### src/hdl/rsacfr_pkg.sv
package rsacfr_pkg;

    // Configuration register indexes
    localparam int CfgIdxW = 2;
    localparam logic [CfgIdxW-1:0] REG_HEADER  = 2'd0;
    localparam logic [CfgIdxW-1:0] REG_STATION = 2'd1;

    localparam logic [7:0] HEADER_RST  = 8'hAA;
    localparam logic [7:0] STATION_RST = 8'hFE;

    // Frame byte positions that are kept
    localparam int POS_ADDR = 3;
    localparam int POS_CMD  = 4;
    localparam int POS_ARG  = 5;

    // Command and argument codes
    localparam logic [7:0] CMD_STOP  = 8'h00;
    localparam logic [7:0] CMD_RISE  = 8'h01;
    localparam logic [7:0] CMD_FALL  = 8'h02;
    localparam logic [7:0] CMD_LAMP  = 8'h05;
    localparam logic [7:0] ARG_ON    = 8'h01;
    localparam logic [7:0] ADDR_BCAST = 8'h00;

    // Latched command codes
    localparam logic [1:0] MOTOR_NONE = 2'd0;
    localparam logic [1:0] MOTOR_STOP = 2'd1;
    localparam logic [1:0] MOTOR_RISE = 2'd2;
    localparam logic [1:0] MOTOR_FALL = 2'd3;
    localparam logic [1:0] LAMP_NONE  = 2'd0;
    localparam logic [1:0] LAMP_ON    = 2'd1;
    localparam logic [1:0] LAMP_OFF   = 2'd2;

    // Queue between framer and decoder
    localparam int QDepth = 2;
    localparam int QPtrW  = 1;

    // Completed frame as handed from framer to decoder
    typedef struct packed {
        logic [7:0] addr;
        logic [7:0] cmd;
        logic [7:0] arg;
    } t_frame;

    // Configuration values seen by framer and decoder
    typedef struct packed {
        logic [7:0] header;
        logic [7:0] station_sw;
    } t_cfg;

endpackage

### src/hdl/rsacfr_queue.sv
module rsacfr_queue import rsacfr_pkg::*; (
    input  logic   i_clk,
    input  logic   i_rst_n,
    input  logic   i_push,
    input  t_frame i_frame,
    output logic   o_push_ready,
    output logic   o_valid,
    output t_frame o_frame,
    input  logic   i_pop
);

    localparam int CntW = $clog2(QDepth + 1);

    t_frame          r_mem [QDepth];
    logic [QPtrW-1:0] r_wptr, r_rptr;
    logic [CntW-1:0]  r_cnt;
    logic             do_push, do_pop;

    assign o_push_ready = (r_cnt != CntW'(QDepth));
    assign o_valid      = (r_cnt != '0);
    assign o_frame      = r_mem[r_rptr];
    assign do_push      = i_push && o_push_ready;
    assign do_pop       = i_pop && o_valid;

    // storage, no reset needed
    always_ff @(posedge i_clk) begin
        if (do_push) begin
            r_mem[r_wptr] <= i_frame;
        end
    end

    // pointers and fill count
    always_ff @(posedge i_clk) begin
        if (!i_rst_n) begin
            r_wptr <= '0;
            r_rptr <= '0;
            r_cnt  <= '0;
        end else begin
            if (do_push) r_wptr <= r_wptr + QPtrW'(1);
            if (do_pop)  r_rptr <= r_rptr + QPtrW'(1);
            if (do_push && !do_pop) begin
                r_cnt <= r_cnt + CntW'(1);
            end else if (do_pop && !do_push) begin
                r_cnt <= r_cnt - CntW'(1);
            end
        end
    end

endmodule

### config.mk
export PLATFORM = sky130hd
export DESIGN_NAME = rsacfr_queue
export DESIGN_NICKNAME = d
export VERILOG_FILES = /design/src/hdl/rsacfr_pkg.sv /design/src/hdl/rsacfr_queue.sv
export SDC_FILE = /design/constraint.sdc
export NUM_CORES = 1
export LEC_CHECK = 0
export ABC_AREA = 1
export ABC_CLOCK_PERIOD_IN_PS = 2600
export BUFFER_PORTS_ARGS = -buffer_cell sky130_fd_sc_hd__buf_2
export CAP_MARGIN = 20
export CELL_PAD_IN_SITES_DETAIL_PLACEMENT = 0
export CELL_PAD_IN_SITES_GLOBAL_PLACEMENT = 2
export CORE_MARGIN = 5
export CORE_UTILIZATION = 30
export CTS_CLUSTER_SIZE = 20
export DETAILED_ROUTE_END_ITERATION = 12
export HOLD_SLACK_MARGIN = 0.12
export PLACE_DENSITY = 0.77
export SETUP_SLACK_MARGIN = 0.05
export SYNTH_ARGS = -nofsm -noshare
export SYNTH_HDL_FRONTEND = slang
export SYNTH_SLANG_ARGS = --single-unit
export TNS_END_PERCENT = 30
### constraint.sdc
create_clock -name i_clk -period 2.6 [get_ports i_clk]
set_clock_uncertainty 0.15 [all_clocks]
set_input_delay 0.26 -clock i_clk [delete_from_list [all_inputs] [get_ports i_clk]]
set_output_delay 0.26 -clock i_clk [all_outputs]
set_load 0.1 [all_outputs]
# ---- After elaboration in Yosys (flattened, before gate mapping)
# Memories as Yosys holds them, arrays and structs flattened. A register that Yosys moved wholly into a read port is not among the register bits.
# Index checks and enable logic that the tools add are counted.
dict set report word_totals {
  latch_bits 0
  mem_bits_rw 48
  regBits 4
  mem_count 1
  in_bits 28
  romBits 0
  output_inout_bits 26
  elab_cells 23
}
# memory words width read_ports rd_clocked_by_memory_dff write_ports line
set memory_table {}
lappend memory_table {r_mem 2 24 1 1 1 rsacfr_queue.sv:14} ;# t_frame r_mem [QDepth];
dict set report classes {
  n_div 0
  bitwise_logic 0
  muxes 6
  n_shift 0
  n_addsub 4
  multipliers 0
  n_reduce_logical 8
  eq_ne 1
  order_cmp 0
}
# op count
set op_table {}
lappend op_table {{1-bit logical AND} 4}
lappend op_table {{1-bit two-way mux} 4}
lappend op_table {{2-bit two-way mux} 2}
lappend op_table {{2-bit nonzero test} 2}
lappend op_table {{1-bit adder (second input constant)} 2}
lappend op_table {{2-bit by 1-bit adder with 2-bit output (second input constant)} 1}
lappend op_table {{1-bit zero test} 2}
lappend op_table {{2-bit inequality test (second input constant)} 1}
lappend op_table {{2-bit by 1-bit subtractor with 2-bit output (second input constant)} 1}

# ---- Logic depth before layout (Yosys ltp)
# Gate-level depths: netlist (run 1).
dict set report logic_depth {
  ltp_word 6
  ltp_mapped 11
  depth_no_buf 11
}

# ---- Worst setup path after synthesis (run 1)
# OpenSTA, ideal clock, no wires.
dict set report synth_timing {
  path_kind {reg-to-reg}
  start {register r_cnt[0]}
  end {memory r_mem[0][0] (netlist name), enable pin}
  period_less_slack_ps 2835
  setup_ps 405
  path_stages_with_launch 5
  setup_slack_ps -235
  required_time_ps 2045
  t_arrival_ps 2280
  n_path_buf 0
  path_cell_list {dfxtp_1 > inv_2 > nand2_1 > nand2_2 > nor2_1}
}
dict set report synth_via {
  elab_chain_len 4
}
# item line
set synth_lines {}
lappend synth_lines {{start, declared} rsacfr_queue.sv:16} ;# logic [CntW-1:0] r_cnt;
lappend synth_lines {{start signal, assigned} rsacfr_queue.sv:42} ;# r_cnt <= r_cnt + CntW'(1);
lappend synth_lines {{start signal, assigned} rsacfr_queue.sv:44} ;# r_cnt <= r_cnt - CntW'(1);
lappend synth_lines {{2-bit inequality test} rsacfr_queue.sv:19} ;# assign o_push_ready = (r_cnt != CntW'(QDepth));
lappend synth_lines {{net o_push_ready} rsacfr_queue.sv:6} ;# output logic o_push_ready,
lappend synth_lines {{1-bit logical AND} rsacfr_queue.sv:22} ;# assign do_push = i_push && o_push_ready;
lappend synth_lines {{1-bit two-way mux} rsacfr_queue.sv:27} ;# if (do_push) begin
lappend synth_lines {{1-bit two-way mux (implied by the code)} rsacfr_queue.sv:28} ;# r_mem[r_wptr] <= i_frame;
lappend synth_lines {{end, declared} rsacfr_queue.sv:14}
# The timed path passes the listed nets, and every way through them passes these cells.

==> results of run 1 <==
## where the power goes
part / total [mW] / switching, mW / internal, mW / leakage (nW)
logic: 1.51 / 1.17 / 0.345 / 0.584
clock network: 0.649 / 0.262 / 0.387 / 0.0687
registers: 1.14 / 0.0582 / 1.08 / 0.489
## cells in the mapped netlist
| library cell | count | share of area, % |
|---|---|---|
| a21oi_1 | 1 | 0.24 |
| buf_12 | 2 | 1.9 |
| buf_6 | 1 | 0.54 |
| dfxtp_1 | 5 | 4.8 |
| edfxtp_1 | 48 | 69 |
| ha_1 | 1 | 0.60 |
| inv_1 | 7 | 1.3 |
| inv_2 | 1 | 0.18 |
| mux2_2 | 4 | 2.2 |
| mux2_4 | 20 | 14 |
| nand2_1 | 8 | 1.4 |
| nand2_2 | 1 | 0.30 |
| nand3_1 | 1 | 0.24 |
| nand4_1 | 1 | 0.30 |
| nor2_1 | 8 | 1.4 |
| o21a_1 | 1 | 0.36 |
| o21ai_0 | 2 | 0.48 |
## worst max path at each step
stage | depth (start not counted) | start | slack [ns] | endpoint
after detailed placement | 3 | flop | 0.69 | o_frame[16]
after global placement | 3 | flop | 0.69 | o_frame[16]
final | 3 | flop | 0.40 | o_frame[16]
after floorplan | 4 | r_cnt[0] | -0.23 | r_mem[0][0]
after CTS | 3 | flop | 0.35 | o_frame[16]
after global routing | 3 | flop | 0.31 | o_frame[21]
## stage by stage
stage / TNS [ns] / std cells / total power [mW]
finish: 0 / 280 / 3.30
global route: 0 / 280 / 3.44
detailed placement: 0 / 247 / 2.66
CTS: 0 / 280 / 3.34
global placement: 0 / 247 / 2.65
floorplan: -11.26 / 112 / 2.48
## worst reg2reg max path, stage by stage, from the launching register on
cell and delay (ns):
dfxtp_1 0.34, inv_2 0.09, nand2_1 0.07, nand2_2 0.11
inv_1 0.07, ha_1 0.32, inv_1 0.08, nand3_1 0.08
nand2_1 0.06, inv_1 0.03, nor2_1 0.08
## final cells by class
class	count	area, µm²
clock buffers	5	68.8
repair buffers	83	553
multi-input cells	48	463
flip-flops and latches	53	1540
well taps	80	100
inverters	8	30.0
clock inverters	3	68.8
fillers	623	3930
## sequential cells by signal, indices dropped and copies added (netlist names), named ones only
register and flops:
r_mem 48, r_cnt 2, r_rptr 1, r_wptr 1
## kinds of logic (layout without fill, tap and decap cells)
logic type,count (synthesis),in the layout,share of synthesized area [%]
buf+inv,11,99,3.91
flops,53,53,74.1
compound gates,4,4,1.08
fa+ha+maj,1,1,0.601
simple gates,19,19,3.73
mux,24,24,16.6
## per-layer routing
metal  global-route usage [%]  vias up  wire, µm
met5                        0        -         0
met1                     10.6      532      1590
li1                         -      580         -
met4                     3.30        0        23
met2                     14.4       40      1680
met3                     3.06        2       264
==> results.py, run 1 <==
metrics = {
    "sta": {
        "worst_hold_slack_ns": 0.205,
        "timing.final.ws_setup_ns": 0.398,
        "hold_viol_final": 0,
        "fin_crit_sh_pct": 84.7,
        "slew_headroom_pct": 67.3,
        "min_period_ns": 2.20,
        "setup_viol": 0,
        "drv_slew": 0,
        "rsz0062_at_grt": "no",
        "tightest_slew_ns": 0.493,
        "fmax_mhz": 454,
    },
    "grt": {
        "grt_pass1_wl_mm": 5.89,
        "grt_pass1_vias": 1241,
        "grt_max_degree": 18,
        "grt_use_total_pct": 8.77,
        "antenna_found_initial": 0,
        "overflow": 0,
    },
    "hold_path": {
        "hold-path-cell-count": 4,
        "hold_path.class": "in2reg",
        "hold_path.startpoint": "i_push",
        "hold_end": "r_wptr",
    },
    "route": {
        "antenna_left": 0,
        "vias": 1154,
        "drc": 0,
        "vias_per_cell": 4.12,
        "drtIter0Drc": 34,
        "wl_per_cell_um": 12.7,
        "first_pass_iters": 4,
        "wl_mm": 3.56,
    },
    "final_layout": {
        "final_nets": 228,
        "synthToLayoutAreaGrowth_pct": 35.8,
        "final_util_pct": 41.8,
        "diodes": 0,
        "mostFrequentLayoutCell": "buf_2",
        "final_cell_area_um2": 2830,
        "drive_gt1_share_pct": 47.5,
        "final_cell_mix": "53 x buf_2, 48 x edfxtp_1, 25 x dlygate4sd3_1",
    },
    "placement": {
        "gp_congestion": 0.670,
        "port_buffers": 53,
        "dpl-instance-area_um2": 2440,
        "hpwlAfterDp_mm": 2.51,
        "pre_cts_slack_ns": 0.689,
    },
    "die": {
        "io_pins": 54,
        "rows": 30,
        "start_util_pct": 30.8,
        "chipWidth_um": 93.3,
        "die_area_um2": 8700,
        "fp.coreArea_um2": 6760,
        "die_h_um": 93.3,
    },
    "synthesis": {
        "syn_inst": 112,
        "syn_area_um2": 2080,
        "yosys_warnings": 0,
        "ys_seq_elements": 53,
        "ys_types": 17,
        "synth_nets": 141,
        "syn_area_per_cell_um2": 18.6,
        "yosysSeqAreaShare_pct": 74.1,
    },
    "worst_setup_path": {
        "rr_worst_depth": 10,
        "start_kind": "flop",
        "rrSetupSlack_ns": 1.07,
        "worst-path-max-fanout": 15,
        "r2r-end": "r_cnt[1]",
        "crit_required_ns": 2.19,
        "worstPathBufferInverterCount": 2,
        "slowest_delay_ns": 0.51,
        "path_cells": "buf_4, mux2_4, buf_2",
        "r2r-start": "r_cnt[0]",
        "arrival_ns": 1.79,
        "path_delay_family": "buffers and inverters",
        "crit_path_top_delay_cell": "dfxtp_2",
        "worstSetupPathType": "reg2out",
        "endpoint_kind": "primary output",
    },
    "clocking": {
        "clk_path_buf_depth": 2,
        "clk-insertion-delay-late_ns": 0.30,
        "cts_resized": 0,
        "hold_buffers": 25,
        "cts_tree": "done",
        "cts_setup_buffers": 0,
        "cts.htree.levels": 2,
        "cts_made_buffers": 5,
        "ctsRootBufferMaster": "clkbuf_8",
        "cts_num_sinks": 53,
        "cts.clk_slew.worst_paths_ns": 0.10,
    },
    "outcome": {
        "status": "complete, no violations",
    },
    "flow_run": {
        "maxCapViolCount": 0,
    },
    "power_and_ir_drop": {
        "peakVddDrop_uv": 537,
        "powerDensity_nw_per_um2": 1170,
        "p_leak_nw": 1.14,
    },
}
(Power assumes the default switching activity.)
==> run 2: changes to the inputs <==
ABC_CLOCK_PERIOD_IN_PS = 2200   (was 2600)
clock period = 2.2 ns   (was 2.6 ns; I/O delays follow)
==> run 2 against run 1 <==
  * Setup slack worse by 0.11 ns
  * Via count down 1.1%
  * Sequential cell count unchanged
  * Sequential power up 18%
  * Highest routed layer unchanged
==> results.py, run 2 (synthesis gave the netlist of run 1 again) <==
metrics = {
    "outcome": {
        "status": "complete, no violations",
    },
    "sta": {
        "setup_tns_ns": 0,
        "fmax_mhz": 522,
        "setup_viol": 0,
        "hold_viol_final": 0,
        "fin_crit_sh_pct": 87.1,
        "rsz0062_at_grt": "no",
        "tightest_slew_ns": 0.488,
        "drv_slew": 0,
        "min_period_ns": 1.92,
        "slew_headroom_pct": 67.7,
    },
    "die": {
        "die_area_um2": 8700,
        "fp.coreArea_um2": 6760,
        "start_util_pct": 30.8,
        "rows": 30,
        "die_h_um": 93.3,
        "io_pins": 54,
        "chipWidth_um": 93.3,
    },
    "power_and_ir_drop": {
        "peakVddDrop_uv": 596,
        "p_leak_nw": 1.24,
        "powerDensity_nw_per_um2": 1310,
    },
    "final_layout": {
        "synthToLayoutAreaGrowth_pct": 51.1,
        "final_nets": 226,
        "instances_no_fill": 278,
        "fillers": 587,
        "final_cell_area_um2": 3140,
        "largest_register_ff_count": 48,
        "final_cell_mix": "48 x edfxtp_1, 29 x buf_2, 25 x dlygate4sd3_1, 25 x buf_12, 20 x mux2_4",
        "mostFrequentLayoutCell": "edfxtp_1",
        "largestRegisters": "r_mem: 48 flops, r_cnt: 2 flops",
        "regMostFlops": "r_mem",
        "drive_gt1_share_pct": 46.5,
        "diodes": 0,
    },
    "route": {
        "route.top_layer_used": "met4",
        "vias_per_cell": 4.10,
        "wl_met3_um": 204,
        "first_pass_iters": 4,
        "antenna_left": 0,
        "wl_met1_mm": 1.51,
        "vias": 1141,
        "wl_per_cell_um": 12.2,
        "wl_met2_mm": 1.64,
        "drtIter0Drc": 41,
        "wl_mm": 3.39,
        "drc": 0,
    },
    "clocking": {
        "cts_made_buffers": 5,
        "cts_tree": "done",
        "cts_resized": 0,
        "ctsRootBufferMaster": "clkbuf_8",
        "cts_num_sinks": 53,
        "clk_path_buf_depth": 2,
        "cts.htree.levels": 2,
        "cts.clk_slew.worst_paths_ns": 0.08,
        "clk-insertion-delay-late_ns": 0.29,
    },
    "hold_path": {
        "hold_path.class": "in2reg",
        "hold-path-cell-count": 4,
    },
    "grt": {
        "overflow": 0,
        "antenna_found_initial": 0,
        "grt_max_degree": 25,
        "grt_pass1_vias": 1115,
        "grt_pass1_wl_mm": 5.27,
        "grt_use_total_pct": 7.95,
    },
    "worst_setup_path": {
        "crit_required_ns": 1.83,
        "start_kind": "flop",
        "worst-path-max-fanout": 15,
        "path_cells": "buf_12, mux2_4, buf_12",
        "crit_path_top_delay_cell": "dfxtp_2",
        "slowest_delay_ns": 0.53,
        "endpoint_kind": "primary output",
        "worstSetupPathType": "reg2out",
        "crit_top_cell": "buf_12",
        "rr_worst_depth": 10,
        "arrival_ns": 1.55,
    },
    "placement": {
        "gp_congestion": 0.637,
        "hpwlAfterDp_mm": 2.54,
        "dpl-instance-area_um2": 2810,
        "placedCellCount": 245,
        "port_buffers": 53,
    },
    "flow_run": {
        "maxCapViolCount": 0,
    },
}
==> run 2: changes by cell type in the layout (fill, tap and decap cells not counted), sizes merged <==
cell / change
buf: -2
bufinv: -2
clkbuf: +1
clkinv: +1
clkinvlp: +1
inv: -1
==> run 2: timing repair <==
action | in CTS | in global routing
buffers inserted | 0 | 0
hold buffers | 25 | 0
endpoints found under the hold margin | 53 | 0
==> run 2: critical path: cells and delay by family (launching register included) <==
kind     cells  cell delay, ns
flops        1            0.53
buf+inv      2            0.39
mux          1            0.33
==> run 2: metal layers <==
| layer | vias to the layer above | global-route usage [%] |
|---|---|---|
| li1 | 576 | - |
| met1 | 518 | 9.84 |
| met2 | 41 | 13.0 |
| met5 | - | 0 |
| met4 | 0 | 2.56 |
| met3 | 6 | 2.65 |
==> run 2: path summary, 6_finish.rpt <==
kind	end	slack, ns	startpoint
setup / recovery	o_frame[2]	0.28	flop
hold / removal	r_rptr	0.20	i_pop
setup reg to reg	r_cnt[1]	0.63	r_cnt[0]
hold reg to reg	r_rptr	0.36	r_rptr
==> run 2: area by class of cell <==
class / instances / area, µm² / share of cell area (%)
Clock inverter: 2 / 11.3 / 0.358
Multi-Input combinational cell: 48 / 475 / 15.1
Clock buffer: 6 / 72.6 / 2.31
Tap cell: 80 / 100 / 3.18
Sequential cell: 53 / 1540 / 49.1
Timing Repair Buffer: 81 / 911 / 29.0
Inverter: 8 / 30.0 / 0.955
==> run 2: power by group <==
group          switching (mW)  internal, mW  leakage (nW)
combinational            1.45         0.809         0.710
clock                   0.277         0.221        0.0388
sequential             0.0748          1.28         0.489
==> run 2: stage by stage <==
stage          total power, mW  setup WS (ns)  hold slack, ns  util, %
2_1_floorplan             2.94          0.254           0.169        -
5_1_grt                   4.26          0.221           0.230     46.5
3_3_place_gp              3.62          0.595           0.258     41.6
3_5_place_dp              3.62          0.578           0.261     41.6
6_report                  4.10          0.284           0.199     46.5
4_1_cts                   4.16          0.253           0.207     46.5
