==> src/hdl/rsacfr_pkg.sv <==
package rsacfr_pkg;

    // Configuration register indexes
    localparam int CfgIdxW = 2;
    localparam logic [CfgIdxW-1:0] REG_HEADER  = 2'd0;
    localparam logic [CfgIdxW-1:0] REG_STATION = 2'd1;

    localparam logic [7:0] HEADER_RST  = 8'hAA;
    localparam logic [7:0] STATION_RST = 8'hFE;

    // Frame byte positions that are kept
    localparam int POS_ADDR = 3;
    localparam int POS_CMD  = 4;
    localparam int POS_ARG  = 5;

    // Command and argument codes
    localparam logic [7:0] CMD_STOP  = 8'h00;
    localparam logic [7:0] CMD_RISE  = 8'h01;
    localparam logic [7:0] CMD_FALL  = 8'h02;
    localparam logic [7:0] CMD_LAMP  = 8'h05;
    localparam logic [7:0] ARG_ON    = 8'h01;
    localparam logic [7:0] ADDR_BCAST = 8'h00;

    // Latched command codes
    localparam logic [1:0] MOTOR_NONE = 2'd0;
    localparam logic [1:0] MOTOR_STOP = 2'd1;
    localparam logic [1:0] MOTOR_RISE = 2'd2;
    localparam logic [1:0] MOTOR_FALL = 2'd3;
    localparam logic [1:0] LAMP_NONE  = 2'd0;
    localparam logic [1:0] LAMP_ON    = 2'd1;
    localparam logic [1:0] LAMP_OFF   = 2'd2;

    // Queue between framer and decoder
    localparam int QDepth = 2;
    localparam int QPtrW  = 1;

    // Completed frame as handed from framer to decoder
    typedef struct packed {
        logic [7:0] addr;
        logic [7:0] cmd;
        logic [7:0] arg;
    } t_frame;

    // Configuration values seen by framer and decoder
    typedef struct packed {
        logic [7:0] header;
        logic [7:0] station_sw;
    } t_cfg;

endpackage

==> src/hdl/rsacfr_back.sv <==
module rsacfr_back import rsacfr_pkg::*; (
    input  logic       i_clk,
    input  logic       i_rst_n,
    input  logic [7:0] i_station_sw,
    input  logic       i_valid,
    input  t_frame     i_frame,
    output logic       o_pop,
    output logic       o_valid,
    input  logic       i_ready,
    output logic       o_addressed,
    output logic [1:0] o_motor_cmd,
    output logic [1:0] o_lamp_cmd
);

    logic [1:0] r_motor_latch, n_motor_latch;
    logic [1:0] r_lamp_latch, n_lamp_latch;
    logic       r_out_valid;
    logic       r_addressed;
    logic       hit, arg_on;

    // Take a frame when the output register is free or being drained
    assign o_pop   = i_valid && (!r_out_valid || i_ready);
    assign hit     = (i_frame.addr == ~i_station_sw) || (i_frame.addr == ADDR_BCAST);
    assign arg_on  = (i_frame.arg == ARG_ON);

    // Command decode against the current latches
    always_comb begin
        n_motor_latch = r_motor_latch;
        n_lamp_latch  = r_lamp_latch;
        if (hit) begin
            case (i_frame.cmd)
                CMD_STOP: n_motor_latch = MOTOR_STOP;
                CMD_RISE: n_motor_latch = arg_on ? MOTOR_RISE : MOTOR_STOP;
                CMD_FALL: n_motor_latch = arg_on ? MOTOR_FALL : MOTOR_STOP;
                CMD_LAMP: n_lamp_latch  = arg_on ? LAMP_ON : LAMP_OFF;
                default:  n_motor_latch = r_motor_latch;
            endcase
        end
    end

    always_ff @(posedge i_clk) begin
        if (!i_rst_n) begin
            r_motor_latch <= MOTOR_NONE;
            r_lamp_latch  <= LAMP_NONE;
            r_out_valid   <= 1'b0;
            r_addressed   <= 1'b0;
        end else if (o_pop) begin
            r_motor_latch <= n_motor_latch;
            r_lamp_latch  <= n_lamp_latch;
            r_out_valid   <= 1'b1;
            r_addressed   <= hit;
        end else if (i_ready) begin
            r_out_valid   <= 1'b0;
        end
    end

    assign o_valid     = r_out_valid;
    assign o_addressed = r_addressed;
    assign o_motor_cmd = r_motor_latch;
    assign o_lamp_cmd  = r_lamp_latch;

endmodule

==> config.mk <==
export PLATFORM = sky130hd
export DESIGN_NAME = rsacfr_back
export DESIGN_NICKNAME = d
export VERILOG_FILES = /design/src/hdl/rsacfr_pkg.sv /design/src/hdl/rsacfr_back.sv
export SDC_FILE = /design/constraint.sdc
export NUM_CORES = 1
export LEC_CHECK = 0
export CAP_MARGIN = 20
export CORE_AREA = 2 2 39 41
export CTS_BUF_LIST = sky130_fd_sc_hd__clkbuf_4
export CTS_CLUSTER_DIAMETER = 100
export DETAILED_ROUTE_END_ITERATION = 8
export DIE_AREA = 0 0 41 43
export DONT_BUFFER_PORTS = 1
export GPL_ROUTABILITY_DRIVEN = 1
export HOLD_SLACK_MARGIN = 0.08
export SETUP_SLACK_MARGIN = 0.02
export SYNTH_ARGS = -nofsm -noshare
export SYNTH_HDL_FRONTEND = slang
export SYNTH_SLANG_ARGS = --single-unit
==> constraint.sdc <==
create_clock -name i_clk -period 1.4 [get_ports i_clk]
set_clock_uncertainty 0.1 [all_clocks]
set_input_delay 0 -clock i_clk [delete_from_list [all_inputs] [get_ports i_clk]]
set_output_delay 0 -clock i_clk [all_outputs]
set_load 0.01 [all_outputs]
## Word-level counts from Yosys, hierarchy flattened

Cells that the tools add are included.

| operators by class | value |
|---|---|
| equal/unequal tests | 5 |
| mux-type cells | 6 |
| bitwise logic cells | 1 |
| reduce and logical (&&, ||, !) cells | 10 |

Operator list:

| kind | count |
|---|---|
| $eq A8 B1 Y1 const B | 2 |
| $logic_not A8 Y1 | 2 |
| $eq A8 B2 Y1 const B | 1 |
| $eq A8 B3 Y1 const B | 1 |
| $eq A8 B8 Y1 | 1 |
| $not A8 Y8 | 1 |
| $mux W2 | 3 |
| $pmux W2 S3 | 1 |
| $reduce_and A3 Y1 | 2 |
| $reduce_bool A3 Y1 | 1 |
| $logic_or A1 B1 Y1 | 2 |
| $mux W1 | 2 |
| $reduce_bool A2 Y1 | 1 |
| $logic_and A1 B1 Y1 | 1 |
| $logic_not A1 Y1 | 1 |

| word-level totals | value |
|---|---|
| bits in registers | 6 |
| input port bits | 36 |
| output and inout bits | 7 |
| logic and storage cells | 26 |

## Logic depth before layout (Yosys ltp)

Gate-level depths: netlist of the first run.

| logic depth | value |
|---|---|
| word-level depth | 4 |
| depth in mapped cells | 5 |
| mapped depth without buffers | 5 |

## Worst setup path before layout of the first run

No wires, ideal clock.

| timing | value |
|---|---|
| path type | reg-to-reg |
| start | register r_out_valid, in the netlist o_valid |
| end | register r_lamp_latch[0], in the netlist o_lamp_cmd[0] |
| setup time | 72 ps |
| data arrival time | 1341 ps |
| data required time | 1228 ps |
| slack | -112 ps |
| stages on the path, launching flop included | 6 |
| path buffers | 0 |
| clock period less this slack | 1512 ps |
| cells stage by stage | dfxtp_1 > nand2b_1 > nand2_1 > or3_4 > nor4b_4 > mux2i_1 |

| on the way | value |
|---|---|
| cells in the longest elaborated chain, start to end | 4 |

RTL lines:

| element | line | text |
|---|---|---|
| start: declaration | rsacfr_back.sv:17 | `logic r_out_valid;` |
| start signal: assignment | rsacfr_back.sv:45 | `r_out_valid <= 1'b0;` |
| start signal: assignment | rsacfr_back.sv:50 | `r_out_valid <= 1'b1;` |
| start signal: assignment | rsacfr_back.sv:53 | `r_out_valid <= 1'b0;` |
| $logic_not A1 Y1 | rsacfr_back.sv:22 | `assign o_pop = i_valid && (!r_out_valid \|\| i_ready);` |
| $logic_or A1 B1 Y1 | rsacfr_back.sv:22 |  |
| $logic_and A1 B1 Y1 | rsacfr_back.sv:22 |  |
| $reduce_and A3 Y1 (no line) | n/a |  |
| end signal: assignment | rsacfr_back.sv:49 | `r_lamp_latch <= n_lamp_latch;` |
| end: declaration | rsacfr_back.sv:16 | `logic [1:0] r_lamp_latch, n_lamp_latch;` |

Every way passes these cells.
A chain may end at the register's enable or synchronous reset.

## Final worst setup path of the first run

| timing | value |
|---|---|
| start | register r_out_valid, in the netlist o_valid |
| end | register r_lamp_latch[1], in the netlist o_lamp_cmd[1] |

Same word-level chain as after synthesis.

==> results of run 1 <==
[critical path: stages (launching register included)]
cell	delay [ps]
dfxtp_2	330
nand2b_4	70
nand2_2	50
or3_4	390
nor4b_4	330
mux2i_1	210
[sequential cells by signal, indices dropped and copies added, names as in the netlist]
signal	count
o_addressed	1
o_motor_cmd	2
o_lamp_cmd	2
o_valid	1
[area by class of cell]
class                      count  area [µm²]  share of cell area
multi-input combinational     40       326.6              0.5078
inverter                       2       7.507             0.01167
sequential                     6       121.4              0.1887
clock buffer                   3       22.52             0.03502
tap                           16       20.02             0.03113
timing repair buffer          15       145.1              0.2257
[Yosys cell counts]
cell type	instances	area share
clkbuf_1	1	0.0084
mux2i_1	4	0.089
nor4b_4	1	0.053
xnor2_1	8	0.16
nand2_1	9	0.075
dfxtp_1	6	0.27
a21boi_0	1	0.017
a22oi_2	1	0.028
o211ai_1	1	0.017
inv_1	2	0.017
nand2b_1	2	0.028
nor4b_1	1	0.020
o21ai_0	2	0.022
or3_4	1	0.025
or4_1	1	0.017
a2111oi_4	1	0.061
nor4_1	5	0.070
and2_1	2	0.028
[worst min path at each step]
stage,endpoint,startpoint,depth (start not counted)
5_1_grt,o_motor_cmd[1],i_frame[11],3
4_1_cts,o_motor_cmd[1],i_frame[11],3
6_report,o_motor_cmd[1],i_frame[11],3
2_1_floorplan,o_valid,i_valid,2
3_5_place_dp,o_addressed,i_rst_n,1
3_3_place_gp,o_addressed,i_rst_n,1
[cells by family (layout without fill, tap and decap cells)]
family,after synthesis,after routing
simple gates,22,22
xor+xnor,8,8
compound gates,6,6
flops,6,6
mux,4,4
buf+inv,3,20
[per-stage QoR]
step                      utilization  total power, mW  worst slack, ps
after global routing           0.4647           0.4456           -202.2
after global placement         0.3472           0.2267           -170.6
after CTS                      0.4575           0.4223           -127.7
final                          0.4647           0.4207           -171.3
after floorplan                     -           0.2211           -101.1
after detailed placement       0.3472           0.2274           -189.7
[report_power, final]
part           internal (mW)  switching (mW)  leakage, nW
clock network         0.0968          0.0596       0.0138
logic                 0.0560          0.0319        0.150
registers              0.174         0.00246       0.0488
[metal layers]
| layer | up-vias | part of all wire | GRT usage |
|---|---|---|---|
| met1 | 184 | 0.33 | 0.1190 |
| li1 | 212 | - | - |
| met3 | 2 | 0.12 | 0.04188 |
| met4 | 0 | 0.010 | 0.08000 |
| met2 | 38 | 0.54 | 0.2438 |
| met5 | - | 0 | 0 |
[what timing repair did]
action,4_1_cts,5_1_grt
setup endpoints to repair,4,5
setup buffers,0,0
endpoints found under the hold margin,6,5
pin swaps,0,1
resized for setup,0,2
==> results.md, run 1 <==
- Run status: complete, but fails checks
- Failing checks: negative hold slack, negative setup slack
- Fmax: 0.6364 GHz
- Leakage power: 0.2124 nW
- #FFs+latches synth: 6
- Largest family of logic cells by synthesized area: simple AND/OR/NAND/NOR gates
- WL per Instance: 13.22 µm
- Data required, critical path: 1470 ps
- Die height: 43 µm
- Routed wire length: 1084 µm
- Initial antenna violation count: 0
- PnR worst setup slack: -171.3 ps
- CTS Hold Bufs: 13
- Fraction of synthesized cell area in xor and xnor cells: 0.1564
- Fin area: 643.1 µm²
- Num CTS Buffers: 3
- Crit Path Class: flip-flop to flip-flop
- Avg Cell Area, Syn: 9.141 µm²
- CTS Buffer Depth: 2
- Final setup vio count: 4
- Crit Reg-Reg Startpoint: o_valid
- GRT Util Overall: 0.1355
- H-tree levels: 1
- DIE AREA: 1763 µm²
- Simple-Gate Fraction of Synth Area: 0.3156
- Arr. time, crit path: 1640 ps
- GPL Wtd Cong: 0.6504
- Placement Cell Area: 480.5 µm²
- Synth Area in Compound Gates: 0.1453
- Drt first-iter violations: 3
- Placeable Area: 1384 µm²
- Crit path capture: o_lamp_cmd[1]
- Startpoint class of the critical path: flip-flop
- Root Buffer: clkbuf_4
- Setup TNS: -531.5 ps
- # rows: 14
- Die width: 41 µm
- R2R setup slack: -170 ps
- Worst-margin pin slew: 358.1 ps
- Post-synthesis mux area share: 0.08939
- Worst-Skew Late Latency: 240 ps
- Vias in the first global route: 415
- Final Max Slew Viols: 0
- Max Cap Viol: 0
- Synth warnings: 0
- Pin count of the biggest net entering global routing: 11
- PwrDens: 654.1 nW/µm²
- First-pass GRT wire length: 1580 µm
- Post-synthesis sequential area ratio: 0.2682
- Non-filler cells, final: 82
- Rel. slew slack: 0.7612
- # DRC: 0
- P&R area growth vs syn: 43.58%
- R2R Path End: o_lamp_cmd[1]
- Layout cells sized above 1: 0.1818
- Adder-cell share of the synthesized area: 0
- Nets@finish: 104
- Crit share post-route: 1.122
- Mapped Cells: 49
- Mapped Area: 447.9 µm²
- Worst-path clk slew: 50 ps
- Hold Slack: -21.16 ps
- Syn nets: 85
- Worst Reg-to-Reg Cells: 5
- Sink Count: 6
- Critical Path End Type: flip-flop
- Final min period: 1571 ps
- Final hold vios: 2
- CTS tree: built
- Port-buffer cells: 0
- Placed cell count: 66
- Via density: 5.317
- Starting density of the core: 0.3237
- Worst Path Max Fanout: 2
- Tightest Hold Check Type: input pin to flip-flop
- Antenna cells: 0
- Commonest non-fill, non-tap cells in the layout: 13 x dlygate4sd3_1, 8 x xnor2_1, 8 x nand2_1
- Commonest non-fill, non-tap cell in the layout: dlygate4sd3_1
- Routed via count: 436
- Pre-antenna DRT Iters: 2
- Distinct cell type count after synthesis: 18
- Total gr overflow: 0
- # IOs: 43
- Peak VDD IR: 0.3222 mV
- Layout filler cell count: 127
- RSZ-0062 raised after global routing: true
- Critical Path Start: o_valid
- Post-DRT Antenna Nets: 0
Power figures use the tool's default switching activity.
==> run 2: changes to the inputs <==
==> constraint.sdc (replaced) <==
create_clock -name i_clk -period 1.85 [get_ports i_clk]
set_clock_uncertainty 0.1 [all_clocks]
set_input_delay 0 -clock i_clk [delete_from_list [all_inputs] [get_ports i_clk]]
set_output_delay 0 -clock i_clk [all_outputs]
set_load 0.01 [all_outputs]
==> results.md, run 2 (synthesized netlist as in run 1, its figures left out) <==
- Drt first-iter violations: 3
- Sink Count: 6
- Worst Path Max Fanout: 2
- Worst-Skew Late Latency: 240 ps
- Layout cells sized above 1: 0.1094
- Pre-CTS setup slack: 240.1 ps
- Worst-margin pin slew: 356.1 ps
- Crit Path Class: input pin to flip-flop
- Leakage power: 0.2052 nW
- Total gr overflow: 0
- GPL Wtd Cong: 0.6503
- DIE AREA: 1763 µm²
- Core Util, Final: 0.4458
- GRT Util Overall: 0.1397
- H-tree levels: 1
- Fmax: 0.6171 GHz
- Port-buffer cells: 0
- HPWL after DPL: 825.9 µm
- Max Cap Viol: 0
- Root Buffer: clkbuf_4
- Routed wire length: 1016 µm
- Worst-path clk slew: 50 ps
- Final hold vios: 0
- Final min period: 1620 ps
- Commonest non-fill, non-tap cell in the layout: dlygate4sd3_1
- Post-CTS resize count: 0
- Die height: 43 µm
- Initial antenna violation count: 0
- Data required, critical path: 1870 ps
- Vias in the first global route: 437
- # DRC: 0
- Pin count of the biggest net entering global routing: 11
- # rows: 14
- First-pass GRT wire length: 1593 µm
- PnR worst setup slack: 229.6 ps
- Setup Fix Bufs, Post-CTS: 0
- Rel. slew slack: 0.7593
- WL per Instance: 12.70 µm
- Run status: complete, no violations
- Die width: 41 µm
- PwrDens: 501.9 nW/µm²
- CTS Buffer Depth: 2
- Num CTS Buffers: 3
- Placeable Area: 1384 µm²
- Antenna cells: 0
- Hold Slack: 94.91 ps
- Startpoint class of the critical path: input pin
- Critical Path End Type: flip-flop
- Pre-antenna DRT Iters: 4
- Commonest non-fill, non-tap cells in the layout: 13 x dlygate4sd3_1, 9 x nand2_1, 8 x xnor2_1
- Setup TNS: 0 ps
- Crit share post-route: 0.8759
- Starting density of the core: 0.3237
- Routed via count: 417
- Arr. time, crit path: 1640 ps
- CTS tree: built
- Nets@finish: 102
- Final setup vio count: 0
- Final Max Slew Viols: 0
- RSZ-0062 raised after global routing: false
- # IOs: 43
- P&R area growth vs syn: 37.71%
- Tightest Hold Check Type: input pin to flip-flop
- Post-DRT Antenna Nets: 0
- Via density: 5.213
- Peak VDD IR: 0.2396 mV
==> run 2: final timing paths <==
check	startpoint	endpoint	slack (ps)	cells past startpoint
hold reg to reg	o_motor_cmd[1]	o_motor_cmd[1]	400	2
setup reg to reg	o_valid	o_addressed	240	5
hold / removal	i_frame[14]	o_motor_cmd[1]	90	4
setup / recovery	i_frame[6]	o_motor_cmd[0]	230	6
==> run 2: final cells by class <==
cell class / count / area (µm²)
fillers: 138 / 767.0
multi-input cells: 40 / 316.6
repair buffers: 13 / 130.1
flip-flops and latches: 6 / 120.1
clock buffers: 3 / 22.52
well taps: 16 / 20.02
inverters: 2 / 7.507
==> run 2: critical path, cell delays in order <==
cell	delay (ps)
dlygate4sd3_1	530
nor4_1	160
dlygate4sd3_1	600
nand2_1	70
o21ai_0	190
mux2i_1	90
==> run 2: what timing repair did <==
| item | in CTS | in global routing |
|---|---|---|
| hold buffers | 13 | 0 |
| endpoints found under the hold margin | 7 | 0 |
| endpoints found under the setup margin | 0 | 0 |
==> run 2: per-layer routing <==
metal | vias to the layer above | global-route usage | share of wire
met1 | 170 | 0.1161 | 0.34
met5 | - | 0 | 0
met3 | 2 | 0.04712 | 0.12
li1 | 208 | - | -
met4 | 0 | 0.08000 | 0.0079
met2 | 37 | 0.2563 | 0.53
==> run 2: report_power, final <==
group	internal (mW)	switching, mW
combinational	0.0361	0.0217
sequential	0.131	0.00176
clock	0.0733	0.0454
total	0.241	0.0689
==> run 2: per-stage QoR <==
step / cell area (µm²) / std cells / power, mW
floorplan: 447.9 / 49 / 0.1670
global placement: 464.2 / 64 / 0.1671
detailed placement: 464.2 / 64 / 0.1681
CTS: 616.8 / 80 / 0.3160
global route: 616.8 / 80 / 0.3308
finish: 616.8 / 80 / 0.3096
==> run 3: changes to the inputs <==
--- a/config.mk
+++ b/config.mk
@@ -5,15 +5,17 @@
 export SDC_FILE = /design/constraint.sdc
 export NUM_CORES = 1
 export LEC_CHECK = 0
+export ABC_AREA = 0
+export BUFFER_PORTS_ARGS = -buffer_cell sky130_fd_sc_hd__buf_4
 export CAP_MARGIN = 20
 export CORE_AREA = 2 2 39 41
 export CTS_BUF_LIST = sky130_fd_sc_hd__clkbuf_4
 export CTS_CLUSTER_DIAMETER = 100
 export DETAILED_ROUTE_END_ITERATION = 8
 export DIE_AREA = 0 0 41 43
-export DONT_BUFFER_PORTS = 1
 export GPL_ROUTABILITY_DRIVEN = 1
 export HOLD_SLACK_MARGIN = 0.08
+export PLACE_DENSITY = 0.75
 export SETUP_SLACK_MARGIN = 0.02
 export SYNTH_ARGS = -nofsm -noshare
 export SYNTH_HDL_FRONTEND = slang
==> results.md, run 3 (synthesized netlist as in run 1, its figures left out) <==
- Crit-path most repeated cell: dlygate4sd3_1
- PwrDens: 406.7 nW/µm²
- Hold Slack: 96.89 ps
- Data required, critical path: 1870 ps
- Leakage power: 0.4041 nW
- Routed wire length: 1382 µm
- Final setup vio count: 0
- Worst Reg-to-Reg Cells: 5
- Rel. slew slack: 0.7633
- Hold path endpoint: o_lamp_cmd[0]
- Pre-antenna DRT Iters: 2
- Placed cell count: 106
- Core Util, Final: 0.6709
- Worst Path Max Fanout: 2
- Startpoint class of the critical path: input pin
- Root Buffer: clkbuf_4
- Fin area: 928.4 µm²
- Die width: 41 µm
- Starting density of the core: 0.3237
- Nets@finish: 143
- Setup TNS: 0 ps
- Layout cells sized above 1: 0.4762
- Peak VDD IR: 0.4286 mV
- Drt first-iter violations: 1
- Port-buffer cells: 42
- # IOs: 43
- CP max stage delay: 590 ps
- GPL Wtd Cong: 0.6851
- Tightest Hold Check Type: input pin to flip-flop
- Initial antenna violation count: 0
- CTS Buffer Depth: 2
- Vias in the first global route: 600
- CP Cell Sequence: dlygate4sd3_1 > buf_4 > nor4_2 > dlygate4sd3_1 > nand2_1 > o21ai_0 > mux2i_1
- R2R setup slack: 260 ps
- Final Max Slew Viols: 0
- Routed via count: 569
- CTS tree: built
- R2R Path End: o_lamp_cmd[1]
- Placement Cell Area: 779.5 µm²
- Die height: 43 µm
- Final hold vios: 0
- Pin count of the biggest net entering global routing: 11
- P&R area growth vs syn: 107.3%
- Commonest non-fill, non-tap cell in the layout: buf_4
- First-pass GRT wire length: 2304 µm
- Critical path's slowest cell: dlygate4sd3_1
- Run status: complete, no violations
- Crit Reg-Reg Startpoint: o_valid
- WL per Instance: 11.42 µm
- Num CTS Buffers: 3
- GRT Util Overall: 0.1910
- Commonest non-fill, non-tap cells in the layout: 42 x buf_4, 12 x dlygate4sd3_1, 9 x nand2_1
- Arr. time, crit path: 1740 ps
- Critical Path End Type: flip-flop
- H-tree levels: 1
- Non-filler cells, final: 121
- Antenna cells: 0
- Hold path depth: 5
- HP Start: i_frame[5]
- Worst-margin pin slew: 351.8 ps
- Worst-path clk slew: 50 ps
- Via density: 4.702
- Crit share post-route: 0.9310
- Worst-Skew Late Latency: 240 ps
- Crit Path Class: input pin to flip-flop
- # DRC: 0
- RSZ-0062 raised after global routing: false
- Final min period: 1722 ps
- Total gr overflow: 0
- Max Cap Viol: 0
- Placeable Area: 1384 µm²
- DIE AREA: 1763 µm²
- Fmax: 0.5806 GHz
- # rows: 14
- Sink Count: 6
- Setup Fix Bufs, Post-CTS: 0
- Post-DRT Antenna Nets: 0
-- run 3: repair_timing --
action | in CTS | in global routing
endpoints found under the setup margin | 0 | 1
gates resized for setup | 0 | 1
hold endpoints to repair | 6 | 0
hold buffers | 12 | 0
-- run 3: per-stage QoR --
stage / total power, mW / setup WS, ps
final: 0.3776 / 127.6
after global routing: 0.4034 / 44.62
after CTS: 0.3789 / 88.74
after detailed placement: 0.2389 / 195.6
after global placement: 0.2375 / 203.4
after floorplan: 0.1670 / 337.6
-- run 3: routing by layer --
layer / share of wire / track usage / up-vias
li1: - / - / 290
met1: 0.42 / 0.2161 / 251
met2: 0.50 / 0.3188 / 26
met3: 0.071 / 0.06283 / 2
met4: 0.0080 / 0.06000 / 0
met5: 0 / 0 / -
-- run 3: where the power goes --
part           switching, mW  total (mW)  internal (mW)  leakage (nW)
clock network         0.0463       0.120         0.0733        0.0138
logic                 0.0407       0.126         0.0852         0.342
registers           0.000873       0.132          0.131        0.0486
total                 0.0879       0.378          0.290         0.404
-- run 3: how the worst max path moves through the flow --
stage,startpoint,end,depth (start not counted)
detailed placement,i_frame[13],o_lamp_cmd[1],5
CTS,i_frame[6],o_motor_cmd[0],7
global route,i_frame[6],o_motor_cmd[0],7
global placement,i_frame[13],o_lamp_cmd[1],5
finish,i_frame[6],o_motor_cmd[0],7
floorplan,o_valid,o_lamp_cmd[0],5
-- run 3: area by class of cell --
type | instances | area (µm²)
fill | 125 | 455.4
timing repair buffer | 54 | 435.4
multi-input combinational | 40 | 322.8
sequential | 6 | 120.1
clock buffer | 3 | 22.52
tap | 16 | 20.02
inverter | 2 | 7.507
-- run 3: critical path: cells and delay by family --
kind	cells	cell delay, ps
AO/OA/AOI/OAI	1	160
buffers and inverters	3	1270
multiplexers	1	90
AND/OR/NAND/NOR	2	220
